--- src/hdl/sed_pkg.sv ---
// ----------------------------------------------------------------------------
// sed_pkg
// Types, character codes and result helpers shared by the string escape
// decoder and its decode stage.
// ----------------------------------------------------------------------------
package sed_pkg;

	// width of a character code on the ports
	localparam int CODE_W    = 21;
	// width of the digit-run accumulator; digits wrap at this width
	localparam int CHAR_BITS = 21;

	localparam logic [CODE_W-1:0] CH_BSLASH = CODE_W'('h5C);
	localparam logic [CODE_W-1:0] CH_X      = CODE_W'('h78);
	localparam logic [CODE_W-1:0] CH_ZERO   = CODE_W'('h30);
	localparam logic [CODE_W-1:0] CH_ONE    = CODE_W'('h31);
	localparam logic [CODE_W-1:0] CH_SEVEN  = CODE_W'('h37);
	localparam logic [CODE_W-1:0] CH_NINE   = CODE_W'('h39);
	localparam logic [CODE_W-1:0] CH_LO_A   = CODE_W'('h61);
	localparam logic [CODE_W-1:0] CH_LO_F   = CODE_W'('h66);
	localparam logic [CODE_W-1:0] CH_UP_A   = CODE_W'('h41);
	localparam logic [CODE_W-1:0] CH_UP_F   = CODE_W'('h46);
	localparam logic [CODE_W-1:0] CH_LO_N   = CODE_W'('h6E);
	localparam logic [CODE_W-1:0] CH_LO_T   = CODE_W'('h74);
	localparam logic [CODE_W-1:0] CH_LO_R   = CODE_W'('h72);
	localparam logic [CODE_W-1:0] CH_LO_V   = CODE_W'('h76);
	localparam logic [CODE_W-1:0] CH_LO_AL  = CODE_W'('h61);
	localparam logic [CODE_W-1:0] CH_LO_B   = CODE_W'('h62);
	localparam logic [CODE_W-1:0] CH_LO_FF  = CODE_W'('h66);
	localparam logic [CODE_W-1:0] CH_QUOTE  = CODE_W'('h27);
	localparam logic [CODE_W-1:0] CH_DQUOTE = CODE_W'('h22);

	typedef enum logic [4:0] {
		MODE_NORMAL = 5'b00001,
		MODE_ESC    = 5'b00010,
		MODE_OCT    = 5'b00100,
		MODE_HEX    = 5'b01000,
		MODE_DROP   = 5'b10000
	} mode_t;

	typedef enum logic [1:0] {
		KIND_CHAR = 2'd0,
		KIND_END  = 2'd1,
		KIND_ERR  = 2'd2
	} kind_t;

	typedef enum logic [1:0] {
		ERR_NONE         = 2'd0,
		ERR_UNTERMINATED = 2'd1,
		ERR_UNKNOWN      = 2'd2,
		ERR_EMPTY_HEX    = 2'd3
	} err_t;

	typedef struct packed {
		logic [CODE_W-1:0] char_value;
		kind_t             kind;
		err_t              error_code;
		logic              last_in_item;
	} res_t;

	typedef struct packed {
		mode_t                mode;
		logic [CHAR_BITS-1:0] acc;
		logic                 digit_seen;
	} state_t;

	typedef struct packed {
		logic [1:0] count;
		res_t       r0;
		res_t       r1;
	} step_t;

	function automatic res_t res_char(input logic [CODE_W-1:0] v);
		res_t r;
		r.char_value   = v;
		r.kind         = KIND_CHAR;
		r.error_code   = ERR_NONE;
		r.last_in_item = 1'b0;
		return r;
	endfunction

	function automatic res_t res_end();
		res_t r;
		r.char_value   = '0;
		r.kind         = KIND_END;
		r.error_code   = ERR_NONE;
		r.last_in_item = 1'b0;
		return r;
	endfunction

	function automatic res_t res_err(input err_t e);
		res_t r;
		r.char_value   = '0;
		r.kind         = KIND_ERR;
		r.error_code   = e;
		r.last_in_item = 1'b0;
		return r;
	endfunction

endpackage

--- src/hdl/sed_in_if.sv ---
// ----------------------------------------------------------------------------
// sed_in_if
// Character channel into the decoder: one source character or end marker
// per word.
// ----------------------------------------------------------------------------
interface sed_in_if;
	logic                       valid;
	logic                       ready;
	logic [sed_pkg::CODE_W-1:0] char_code;
	logic                       end_of_string;

	modport source (output valid, output char_code, output end_of_string, input ready);
	modport sink   (input valid, input char_code, input end_of_string, output ready);
endinterface

--- src/hdl/sed_out_if.sv ---
// ----------------------------------------------------------------------------
// sed_out_if
// Result channel out of the decoder: one character, end marker or error
// per word.
// ----------------------------------------------------------------------------
interface sed_out_if;
	logic                       valid;
	logic                       ready;
	logic [sed_pkg::CODE_W-1:0] char_value;
	logic [1:0]                 kind;
	logic [1:0]                 error_code;
	logic                       last_in_item;

	modport source (output valid, output char_value, output kind, output error_code,
		output last_in_item, input ready);
	modport sink   (input valid, input char_value, input kind, input error_code,
		input last_in_item, output ready);
endinterface

--- src/hdl/sed_decode.sv ---
// ----------------------------------------------------------------------------
// sed_decode
// Escape decode for one character: next decoder state and up to two
// results from the current state and the registered character.
// ----------------------------------------------------------------------------
module sed_decode (
	input  sed_pkg::state_t             st,
	input  logic [sed_pkg::CODE_W-1:0]  char_code,
	input  logic                        end_of_string,
	output sed_pkg::state_t             nxt,
	output sed_pkg::step_t              step
);

	logic                          is_bslash;
	logic                          is_oct;
	logic                          is_oct_start;
	logic                          is_dec;
	logic                          is_hex_alpha;
	logic                          is_hex;
	logic [3:0]                    hex_val;
	logic                          single_hit;
	logic [sed_pkg::CODE_W-1:0]    single_val;
	logic                          plain_has;
	sed_pkg::res_t                 plain_res;
	sed_pkg::mode_t                plain_mode;
	logic [1:0]                    cnt;
	sed_pkg::res_t                 r0;
	sed_pkg::res_t                 r1;
	logic [sed_pkg::CODE_W-1:0]    acc_out;

	assign is_bslash    = (char_code == sed_pkg::CH_BSLASH);
	assign is_oct       = (char_code >= sed_pkg::CH_ZERO) && (char_code <= sed_pkg::CH_SEVEN);
	assign is_oct_start = (char_code >= sed_pkg::CH_ONE) && (char_code <= sed_pkg::CH_SEVEN);
	assign is_dec       = (char_code >= sed_pkg::CH_ZERO) && (char_code <= sed_pkg::CH_NINE);
	assign is_hex_alpha = ((char_code >= sed_pkg::CH_LO_A) && (char_code <= sed_pkg::CH_LO_F))
		|| ((char_code >= sed_pkg::CH_UP_A) && (char_code <= sed_pkg::CH_UP_F));
	assign is_hex       = is_dec || is_hex_alpha;
	// letters sit at 1..6 in their low nibble
	assign hex_val      = is_dec ? char_code[3:0] : (char_code[3:0] + 4'd9);
	assign acc_out      = sed_pkg::CODE_W'(st.acc);

	always_comb begin
		single_hit = 1'b1;
		single_val = '0;
		case (char_code)
			sed_pkg::CH_LO_N:   single_val = sed_pkg::CODE_W'(10);
			sed_pkg::CH_LO_T:   single_val = sed_pkg::CODE_W'(9);
			sed_pkg::CH_LO_R:   single_val = sed_pkg::CODE_W'(13);
			sed_pkg::CH_ZERO:   single_val = sed_pkg::CODE_W'(0);
			sed_pkg::CH_LO_V:   single_val = sed_pkg::CODE_W'(11);
			sed_pkg::CH_LO_AL:  single_val = sed_pkg::CODE_W'(7);
			sed_pkg::CH_LO_B:   single_val = sed_pkg::CODE_W'(8);
			sed_pkg::CH_LO_FF:  single_val = sed_pkg::CODE_W'(12);
			sed_pkg::CH_QUOTE:  single_val = sed_pkg::CODE_W'(39);
			sed_pkg::CH_DQUOTE: single_val = sed_pkg::CODE_W'(34);
			sed_pkg::CH_BSLASH: single_val = sed_pkg::CODE_W'(92);
			default:            single_hit = 1'b0;
		endcase
	end

	// handling of a character as in normal mode
	always_comb begin
		plain_has  = end_of_string || !is_bslash;
		plain_res  = end_of_string ? sed_pkg::res_end() : sed_pkg::res_char(char_code);
		plain_mode = (!end_of_string && is_bslash) ? sed_pkg::MODE_ESC : sed_pkg::MODE_NORMAL;
	end

	always_comb begin
		nxt = st;
		cnt = 2'd0;
		r0  = sed_pkg::res_end();
		r1  = sed_pkg::res_end();
		unique case (st.mode)
			sed_pkg::MODE_ESC: begin
				if (end_of_string) begin
					r0       = sed_pkg::res_err(sed_pkg::ERR_UNTERMINATED);
					r1       = sed_pkg::res_end();
					cnt      = 2'd2;
					nxt.mode = sed_pkg::MODE_NORMAL;
				end else if (single_hit) begin
					r0       = sed_pkg::res_char(single_val);
					cnt      = 2'd1;
					nxt.mode = sed_pkg::MODE_NORMAL;
				end else if (char_code == sed_pkg::CH_X) begin
					nxt.acc        = '0;
					nxt.digit_seen = 1'b0;
					nxt.mode       = sed_pkg::MODE_HEX;
				end else if (is_oct_start) begin
					nxt.acc        = sed_pkg::CHAR_BITS'(char_code[2:0]);
					nxt.digit_seen = 1'b1;
					nxt.mode       = sed_pkg::MODE_OCT;
				end else begin
					r0       = sed_pkg::res_err(sed_pkg::ERR_UNKNOWN);
					cnt      = 2'd1;
					nxt.mode = sed_pkg::MODE_DROP;
				end
			end
			sed_pkg::MODE_OCT: begin
				if (!end_of_string && is_oct) begin
					nxt.acc = {st.acc[sed_pkg::CHAR_BITS-4:0], char_code[2:0]};
				end else begin
					r0             = sed_pkg::res_char(acc_out);
					r1             = plain_res;
					cnt            = plain_has ? 2'd2 : 2'd1;
					nxt.acc        = '0;
					nxt.digit_seen = 1'b0;
					nxt.mode       = plain_mode;
				end
			end
			sed_pkg::MODE_HEX: begin
				if (!end_of_string && is_hex) begin
					nxt.acc        = {st.acc[sed_pkg::CHAR_BITS-5:0], hex_val};
					nxt.digit_seen = 1'b1;
				end else if (st.digit_seen) begin
					r0             = sed_pkg::res_char(acc_out);
					r1             = plain_res;
					cnt            = plain_has ? 2'd2 : 2'd1;
					nxt.acc        = '0;
					nxt.digit_seen = 1'b0;
					nxt.mode       = plain_mode;
				end else begin
					r0             = sed_pkg::res_err(sed_pkg::ERR_EMPTY_HEX);
					r1             = sed_pkg::res_end();
					cnt            = end_of_string ? 2'd2 : 2'd1;
					nxt.acc        = '0;
					nxt.digit_seen = 1'b0;
					nxt.mode       = end_of_string ? sed_pkg::MODE_NORMAL : sed_pkg::MODE_DROP;
				end
			end
			sed_pkg::MODE_DROP: begin
				if (end_of_string) begin
					r0       = sed_pkg::res_end();
					cnt      = 2'd1;
					nxt.mode = sed_pkg::MODE_NORMAL;
				end
			end
			default: begin
				nxt.acc        = '0;
				nxt.digit_seen = 1'b0;
				r0             = plain_res;
				cnt            = plain_has ? 2'd1 : 2'd0;
				nxt.mode       = plain_mode;
			end
		endcase
		// mark the final result of this character
		r0.last_in_item = (cnt == 2'd1);
		r1.last_in_item = 1'b1;
	end

	assign step.count = cnt;
	assign step.r0    = r0;
	assign step.r1    = r1;

endmodule

--- src/hdl/string_escape_decoder.sv ---
// ----------------------------------------------------------------------------
// string_escape_decoder
// Decodes C string escapes one character per word and emits the unescaped
// characters, an end marker per string and error words.
// ----------------------------------------------------------------------------
//
//  Channel   Dir  Payload                                        Words
//  in_ch     in   char_code[20:0], end_of_string                 one per char
//  out_ch    out  char_value[20:0], kind, error_code, last_in_item  0..2 per in
//
// One character is taken per cycle while the input register is empty or its
// character is consumed. It is held in an input register, decoded and its
// results are written to a two-word result queue; with the queue empty, its
// first word is on out_ch once it has passed the input register and the
// result queue. A character waits in the input register while the queue
// cannot take all of its words. A stalled output holds the queue, then the input register.
// Reset clears the decoder to normal mode and empties both registers.
//
module string_escape_decoder (
	input  logic        clk,
	input  logic        arst_n,
	sed_in_if.sink      in_ch,
	sed_out_if.source   out_ch
);

	logic                       valid_s1;
	logic [sed_pkg::CODE_W-1:0] char_s1;
	logic                       eos_s1;

	sed_pkg::state_t            state_q;
	sed_pkg::state_t            state_nxt;
	sed_pkg::step_t             step;

	sed_pkg::res_t              res_q [2];
	sed_pkg::res_t              res_d [2];
	logic [1:0]                 cnt_q;
	logic [1:0]                 cnt_d;
	logic [1:0]                 base;
	logic                       pop;
	logic                       consume;
	logic                       accept;

	sed_decode u_decode (
		.st            (state_q),
		.char_code     (char_s1),
		.end_of_string (eos_s1),
		.nxt           (state_nxt),
		.step          (step)
	);

	assign pop     = (cnt_q != 2'd0) && out_ch.ready;
	assign base    = cnt_q - {1'b0, pop};
	// take the held character only when its words fit the queue
	assign consume = valid_s1 && (({1'b0, base} + {1'b0, step.count}) <= 3'd2);
	assign in_ch.ready = !valid_s1 || consume;
	assign accept  = in_ch.valid && in_ch.ready;

	always_ff @(posedge clk or negedge arst_n) begin
		if (!arst_n) begin
			valid_s1 <= 1'b0;
		end else if (in_ch.ready) begin
			valid_s1 <= in_ch.valid;
		end
	end

	always_ff @(posedge clk) begin
		if (accept) begin
			char_s1 <= in_ch.char_code;
			eos_s1  <= in_ch.end_of_string;
		end
	end

	always_ff @(posedge clk or negedge arst_n) begin
		if (!arst_n) begin
			state_q.mode       <= sed_pkg::MODE_NORMAL;
			state_q.acc        <= '0;
			state_q.digit_seen <= 1'b0;
		end else if (consume) begin
			state_q <= state_nxt;
		end
	end

	always_comb begin
		res_d[0] = res_q[0];
		res_d[1] = res_q[1];
		if (pop) begin
			res_d[0] = res_q[1];
		end
		if (consume && (step.count != 2'd0)) begin
			res_d[base[0]] = step.r0;
		end
		if (consume && (step.count == 2'd2)) begin
			res_d[1] = step.r1;
		end
		cnt_d = consume ? (base + step.count) : base;
	end

	always_ff @(posedge clk or negedge arst_n) begin
		if (!arst_n) begin
			cnt_q <= 2'd0;
		end else begin
			cnt_q <= cnt_d;
		end
	end

	always_ff @(posedge clk) begin
		res_q[0] <= res_d[0];
		res_q[1] <= res_d[1];
	end

	assign out_ch.valid        = (cnt_q != 2'd0);
	assign out_ch.char_value   = res_q[0].char_value;
	assign out_ch.kind         = res_q[0].kind;
	assign out_ch.error_code   = res_q[0].error_code;
	assign out_ch.last_in_item = res_q[0].last_in_item;

endmodule

--- src/flat_wrapper.sv ---
// flat-port wrapper written by rule: the top's interface ports become plain ports
module string_escape_decoder_flat 
  (clk, arst_n, in_ch_valid, in_ch_char_code, in_ch_end_of_string, in_ch_ready, out_ch_valid, out_ch_char_value, out_ch_kind, out_ch_error_code, out_ch_last_in_item, out_ch_ready);
  sed_in_if in_ch_i ();
  sed_out_if out_ch_i ();
  input  logic clk;
  input  logic arst_n;
  input wire logic [$bits(in_ch_i.valid)-1:0] in_ch_valid;
  input wire logic [$bits(in_ch_i.char_code)-1:0] in_ch_char_code;
  input wire logic [$bits(in_ch_i.end_of_string)-1:0] in_ch_end_of_string;
  output wire logic [$bits(in_ch_i.ready)-1:0] in_ch_ready;
  output wire logic [$bits(out_ch_i.valid)-1:0] out_ch_valid;
  output wire logic [$bits(out_ch_i.char_value)-1:0] out_ch_char_value;
  output wire logic [$bits(out_ch_i.kind)-1:0] out_ch_kind;
  output wire logic [$bits(out_ch_i.error_code)-1:0] out_ch_error_code;
  output wire logic [$bits(out_ch_i.last_in_item)-1:0] out_ch_last_in_item;
  input wire logic [$bits(out_ch_i.ready)-1:0] out_ch_ready;
  assign in_ch_i.valid = in_ch_valid;
  assign in_ch_i.char_code = in_ch_char_code;
  assign in_ch_i.end_of_string = in_ch_end_of_string;
  assign in_ch_ready = in_ch_i.ready;
  assign out_ch_valid = out_ch_i.valid;
  assign out_ch_char_value = out_ch_i.char_value;
  assign out_ch_kind = out_ch_i.kind;
  assign out_ch_error_code = out_ch_i.error_code;
  assign out_ch_last_in_item = out_ch_i.last_in_item;
  assign out_ch_i.ready = out_ch_ready;
  string_escape_decoder u_core (.clk(clk), .arst_n(arst_n), .in_ch(in_ch_i), .out_ch(out_ch_i));
endmodule
--- config.mk ---
export PLATFORM = sky130hd
export DESIGN_NAME = string_escape_decoder_flat
export DESIGN_NICKNAME = d
export VERILOG_FILES = /design/src/hdl/sed_pkg.sv /design/src/hdl/sed_in_if.sv /design/src/hdl/sed_out_if.sv /design/src/hdl/sed_decode.sv /design/src/hdl/string_escape_decoder.sv /design/src/flat_wrapper.sv
export SDC_FILE = /design/constraint.sdc
export NUM_CORES = 1
export LEC_CHECK = 0
export ABC_AREA = 1
export ABC_CLOCK_PERIOD_IN_PS = 5800
export CORE_ASPECT_RATIO = 0.6
export CORE_MARGIN = 5
export CORE_UTILIZATION = 60
export DETAILED_ROUTE_END_ITERATION = 7
export DONT_BUFFER_PORTS = 1
export MAX_ROUTING_LAYER = met4
export PLACE_DENSITY_LB_ADDON = 0.05
export SKIP_LAST_GASP = 1
export SYNTH_ARGS = -nofsm -noshare
export SYNTH_HDL_FRONTEND = slang
export SYNTH_HIERARCHICAL = 1
export SYNTH_SLANG_ARGS = --single-unit
--- constraint.sdc ---
create_clock -name clk -period 5.8 [get_ports clk]
set_clock_uncertainty 0.15 [all_clocks]
set_input_delay 0 -clock clk [delete_from_list [all_inputs] [get_ports clk]]
set_output_delay 0 -clock clk [all_outputs]
set_load 0.03 [all_outputs]
==> metrics.yaml, run 1 <==
critical_path:
  reg2reg_slack_ps: 960
  path_max_fanout: 26
  path_cells: "inv_1, ha_1, nand2_1, nor2_2, nand3_2, nand3_2, nand2_2, nand3_2, nand2_1, nand3_1, o211ai_1, inv_1, fa_1, inv_2, nand2_1, nand3_2, buf_4, nor2_4, nand2_1, nand2_1"
  start_kind: "register"
  r2r-end: "u_core/res_q[0][21]"
  worstSetupStartpoint: "u_core/char_s1[1]"
  required_ps: 5950
  r2r_cells: 20
  setup.worst_path.end: "u_core/res_q[0][21]"
  crit_type: "register to register"
  timing.rr.start: "u_core/char_s1[1]"
  endpoint_kind: "register"
  crit_slowest_cell: "edfxtp_1"
  critPathMaxStageDelay_ps: 600
  arrival_ps: 4990
  cpMostUsedCell: "nand2_1"
final_layout:
  multi_input_area_sq_um: 3857
  finalNetCount: 1077
  seq_area_sq_um: 2714
  fillCellCount: 1092
  area_growth_pct: 5.378
  instances_no_fill: 1215
  drive_gt1_share_pct: 9.533
clock_network:
  numCtsBuffers: 9
  cts_tree: "yes"
  clk_pin_slew_worst_paths_ps: 80
  clockBufferDepth: 2
  holdBufCountCts: 27
  clockRootBuffer: "clkbuf_16"
  clock_latency_ps: 350
  cts_setup_buffers: 0
  ctsResizeCount: 0
  cts.sinks: 104
  cts_max_level: 3
drt:
  route.final.wire_length_um: 22000
  dr_total_vias: 7088
  dr_wl_met2_um: 8571
  top_layer: "met4"
  vias_per_cell: 5.834
  ant_nets: 0
  dr.pass1.iters: 6
  wl_met1_um: 10180
  drc: 0
  routedWlPerCell_um: 18.11
  drtIter0Drc: 908
  wl_met3_um: 2898
die:
  ios: 54
  core_sq_um: 12060
  initial_core_util_pct: 61.13
  dieArea_sq_um: 14680
  num_rows: 31
  die_w_um: 153.1
  die_height_um: 95.88
grt:
  grt_antenna_before_repair: 1
  grt_usage_pct: 31.26
  first_global_vias: 6259
  grt.overflow.total: 0
  grt_pass1_wl_um: 35030
  grt_max_degree: 42
yosys:
  synth_commonest_cells: "415 x nand2_1, 152 x nand3_1, 70 x inv_1"
  syn_inst: 1071
  ys_seq_area_share_pct: 36.80
  synth_top_cell_by_area: "nand2_1"
  synth.area.top_cells: "nand2_1 21%, edfxtp_1 20%, nand3_1 10%, dfrtp_1 9.8%, dfxtp_1 7.1%"
  ys_ff_latch: 104
  synth_edf_count: 48
  async_reset_ff_share_pct: 28.85
  synth_top_area_share_pct: 21.12
  synth.most_common_cell: "nand2_1"
  avgSynthCellArea_sq_um: 6.886
  synthDistinctLibCells: 47
  synth_top_flop_cell: "edfxtp_1"
  ys.warnings.count: 6
  synth_area_sq_um: 7375
flow_run:
  drv_cap: 0
worst_hold_path:
  hold_path_class: "input port to register"
  holdPathStages: 1
place:
  dp_hpwl_um: 15940
  gp_congestion: 1.031
  dp_cells: 1171
  port_buffers: 0
timing:
  period_share_pct: 83.39
  setup_tns_ps: 0
  max_freq_mhz: 206.8
  rsz0062_at_grt: "no"
  hold_viol_final: 0
  slew_headroom_pct: 22.00
  finalSetupViolations: 0
  fin_crit_ps: 4836
  drv_slew: 0
  worst_pin_slew_ps: 1166
power:
  clkPwrFrac_pct: 15.9
  p_switching_mw: 1.896
  powerDensity_nw_per_um2: 480.8
  p_seq_share_pct: 39.3
  combPwrFrac_pct: 44.8
  leakagePower_nw: 3.730
  worst_ir_drop_vdd_v: 0.0003976
  swShare_pct: 50.75
  p_int_mw: 1.840
outcome:
  status: "completed"
[state kept, by name (all words and copies together) (netlist names)]
signal and flops:
u_core/res_q 52, u_core/state_q 27, u_core/char_s1 21, u_core/cnt_q 2, u_core/eos_s1 1, u_core/valid_s1 1
[layer usage]
metal / up-vias / global-route usage [%]
met4: 0 / 6.968
li1: 3408 / -
met1: 3237 / 45.94
met5: - / -
met2: 409 / 41.36
met3: 34 / 10.29
[cell type report]
class | instances | area share (%)
antenna | 1 | 0.03220
clock buffer | 10 | 2.946
clock inverter | 6 | 0.7084
inverter | 83 | 4.009
multi-input combinational | 805 | 49.64
sequential | 104 | 34.92
tap | 165 | 2.657
timing repair buffer | 41 | 5.088
[critical path: cells and delay by family (launching register included)]
kind                       cells  cell delay [ps]
and+or+nand+nor               13             2320
adders and majority gates      2              810
buffers and inverters          4              700
DFF                            1              600
AOI/OAI and AO/OA              1              190
[how the worst min path moves through the flow]
stage / start / endpoint
5_1_grt: in_ch_char_code[15] / u_core/char_s1[15]
6_report: in_ch_char_code[15] / u_core/char_s1[15]
4_1_cts: arst_n / u_core/state_q[22]
3_3_place_gp: arst_n / u_core/state_q[3]
3_5_place_dp: arst_n / u_core/state_q[23]
2_1_floorplan: arst_n / u_core/cnt_q[0]
[through the flow]
stage	worst slack, ps	power (mW)	cell area, sq um	hold slack, ps	utilization, %
floorplan	1426	2.839	7382	-445.6	-
global placement	1264	3.093	7194	-444.5	59.64
detailed placement	1099	3.109	7194	-444.4	59.64
CTS	1068	3.726	7769	82.27	64.40
global route	555.5	4.002	7771	97.96	64.42
finish	963.5	3.737	7771	111.3	64.42
[power groups by stage]
stage / registers (mW) / clock network [mW] / logic (mW)
2_1_floorplan: 1.25 / 0 / 1.59
3_3_place_gp: 1.48 / 0 / 1.61
3_5_place_dp: 1.49 / 0 / 1.62
4_1_cts: 1.47 / 0.606 / 1.65
5_1_grt: 1.50 / 0.638 / 1.86
6_report: 1.47 / 0.593 / 1.67
[layout by cell type, fill, tap and decap left out, types with 3 or more instances in the layout]
cell / n
conb_1: 4
ha_1: 6
nand2_1: 415
nand3b_1: 4
nor2_2: 17
nor4_4: 3
nand2_2: 12
o211ai_1: 7
nand4_1: 47
edfxtp_1: 48
buf_4: 14
nand3_1: 152
nor2_4: 7
dfxtp_1: 26
nor2_1: 64
nor3_1: 14
xor2_1: 3
nand3_2: 7
inv_2: 11
o21ai_0: 11
clkbuf_16: 9
o22ai_1: 5
dlygate4sd3_1: 25
dfrtp_1: 29
inv_1: 70
[cell families after synthesis]
kind of cell | count (synthesis) | synth area share, %
AO/OA/AOI/OAI | 35 | 2.969
adder cells (fa/ha/maj) | 7 | 1.289
other | 2 | 0.1018
AND/OR/NAND/NOR | 756 | 47.32
buffers and inverters | 164 | 11.16
flip-flops | 104 | 36.80
XOR/XNOR | 3 | 0.3564
Note: power is estimated with default switching activity, not from simulation.
==> run 2: changes to the inputs <==
ABC_CLOCK_PERIOD_IN_PS = 4700   (was 5800)
clock period = 4.7 ns   (was 5.8 ns; I/O delays follow)
==> run 2 against run 1 <==
Effect of this change:
- non-clock buffer count up 8
- largest power group unchanged
- worst setup slack worse by 540 ps
- fmax rose by 13%
- register-to-register slack got worse by 540 ps
- cell count grew 0.58%
- die area unchanged
- worst hold slack got worse by 71 ps
- wire length up 2.6%
- combinational power rose by 26%
- sequential power rose by 24%
- core utilization up 0.54 points
- first-iteration DRC count up 1.5%
==> metrics.yaml, run 2 (same netlist as run 1, synthesis figures left out) <==
outcome:
  status: "completed"
place:
  port_buffers: 0  # unchanged
  gp_congestion: 1.053  # +2.2%
  dp_hpwl_um: 16490  # +3.4%
  dp_slack_ps: 553.8  # -544.8 ps
  dp_cells: 1179  # +0.68%
final_layout:
  largest_reg_flops: 52  # unchanged
  regMostFlops: "u_core/res_q"
  instances_no_fill: 1222  # +0.58%
  final_common_cell: "nand2_1"
  final_cell_mix: "415 x nand2_1, 152 x nand3_1, 70 x inv_1"
  diodes: 0  # -1
  seq_area_sq_um: 2714  # unchanged
  fillCellCount: 1093  # +0.092%
  area_growth_pct: 6.261
  finalNetCount: 1085  # +0.74%
  multi_input_area_sq_um: 3857  # unchanged
  finalCoreUtilization_pct: 64.96  # +0.54 points
  drive_gt1_share_pct: 10.22  # +0.68 points
  top_regs: "u_core/res_q: 52 flops, u_core/state_q: 27 flops, u_core/char_s1: 21 flops"
timing:
  setup_tns_ps: 0  # unchanged
  finalSetupViolations: 0  # unchanged
  worst_pin_slew_ps: 1125  # -41.19 ps
  max_freq_mhz: 234.0  # +13%
  slew_headroom_pct: 24.76  # +2.8 points
  finalWorstSetupSlack_ps: 426.2  # -537.4 ps
  fin_crit_ps: 4274  # -562.6 ps
  rsz0062_at_grt: "no"
  hold_viol_final: 0  # unchanged
  period_share_pct: 90.93  # +7.5 points
  drv_slew: 0  # unchanged
critical_path:
  crit_slowest_cell: "edfxtp_1"
  path_max_fanout: 61  # +130%
  required_ps: 4780  # -1170 ps
  endpoint_kind: "register"
  start_kind: "register"
  critPathMaxStageDelay_ps: 570  # -30 ps
  arrival_ps: 4350  # -640 ps
  crit_type: "register to register"
  path_cells: "inv_1, ha_1, nand3_1, nor2_1, inv_1, nor2_1, nand2_1, inv_1, nor2_1, nor2_1, nand2_1, nand4_1, ha_1, inv_1, fa_1, inv_2, nand2_1, nand3_2, inv_2, buf_4, nand3_1, nand2_1"
die:
  core_sq_um: 12060  # unchanged
  initial_core_util_pct: 61.13  # unchanged
  ios: 54  # unchanged
  dieArea_sq_um: 14680  # unchanged
  die_height_um: 95.88  # unchanged
  num_rows: 31  # unchanged
  die_w_um: 153.1  # unchanged
drt:
  route.final.wire_length_um: 22580  # +2.6%
  dr_total_vias: 7166  # +1.1%
  drc: 0  # unchanged
  dr.pass1.iters: 6  # unchanged
  vias_per_cell: 5.864  # +0.52%
  drtIter0Drc: 922  # +1.5%
  ant_nets: 0  # unchanged
  routedWlPerCell_um: 18.47  # +2.0%
worst_hold_path:
  hold_path_class: "input port to async pin"
clock_network:
  cts.sinks: 104  # unchanged
  cts_max_level: 3  # unchanged
  cts_tree: "yes"
  clockRootBuffer: "clkbuf_16"
  clk_pin_slew_worst_paths_ps: 80  # about the same
  ctsResizeCount: 0  # unchanged
  clock_latency_ps: 360  # about the same
  clockBufferDepth: 2  # unchanged
  numCtsBuffers: 9  # unchanged
grt:
  grt.overflow.total: 0  # unchanged
  grt_usage_pct: 31.94  # +0.68 points
  grt_antenna_before_repair: 0  # -1
  first_global_vias: 6341  # +1.3%
  grt_max_degree: 62  # +48%
  grt_pass1_wl_um: 35450  # +1.2%
power:
  powerDensity_nw_per_um2: 597.3  # +24%
  leakagePower_nw: 3.778  # +1.3%
  worst_ir_drop_vdd_v: 0.0004553  # +14%
flow_run:
  drv_cap: 0  # unchanged
-- run 2: cell count changes in the layout (fill, tap and decap cells not counted), sizes merged --
cell / delta
inv: +1
diode: -1
buf: +8
clkinvlp: -2
clkinv: +1
-- run 2: stage by stage --
| stage | area (sq um) | total power, mW | hold WS, ps |
|---|---|---|---|
| floorplan | 7382 | 3.504 | -445.6 |
| global placement | 7254 | 3.863 | -444.9 |
| detailed placement | 7254 | 3.880 | -444.5 |
| CTS | 7836 | 4.653 | 34.01 |
| global route | 7836 | 4.986 | 52.66 |
| finish | 7836 | 4.681 | 40.34 |
-- run 2: worst max-delay path: cells and delay by family (launching register included) --
family                     cells  cell delay, ps
and+or+nand+nor               12            1420
adders and majority gates      3             970
buffers and inverters          7            1020
DFF                            1             570
-- run 2: layer usage --
metal | global-route usage, % | wire, um | vias up
met4 | 6.820 | 385 | 0
li1 | - | - | 3419
met1 | 47.92 | 10220 | 3224
met5 | - | 0 | -
met2 | 41.03 | 8634 | 481
met3 | 10.65 | 3333 | 42
-- run 2: cell type report --
cell class	instances	area share [%]
tap	165	2.635
sequential	104	34.63
multi-input combinational	805	49.23
clock inverter	6	0.7983
inverter	83	3.976
timing repair buffer	49	5.812
clock buffer	10	2.922
-- run 2: final timing paths --
check / start / endpoint / slack, ps / cells past startpoint
worst max-delay path: u_core/char_s1[1] / u_core/res_q[0][32] / 430 / 22
worst min-delay path: arst_n / u_core/state_q[0] / 40 / 3
worst max register to register: u_core/char_s1[1] / u_core/res_q[0][32] / 430 / 22
worst min register to register: u_core/state_q[9] / u_core/state_q[9] / 340 / 2
max in group asynchronous: arst_n / u_core/state_q[11] / 4180 / 3
min in group clk: in_ch_char_code[15] / u_core/char_s1[15] / 110 / 1
-- run 2: power by group --
part           internal [mW]  switching [mW]  leakage, nW  total [mW]
sequential              1.38           0.445         1.08        1.83
clock                  0.374           0.370        0.142       0.744
combinational          0.551            1.56         2.56        2.11
-- run 2: timing repair --
action                                 4_1_cts  5_1_grt
hold buffers                                27        0
setup buffers                                0        0
endpoints found under the hold margin       81        0
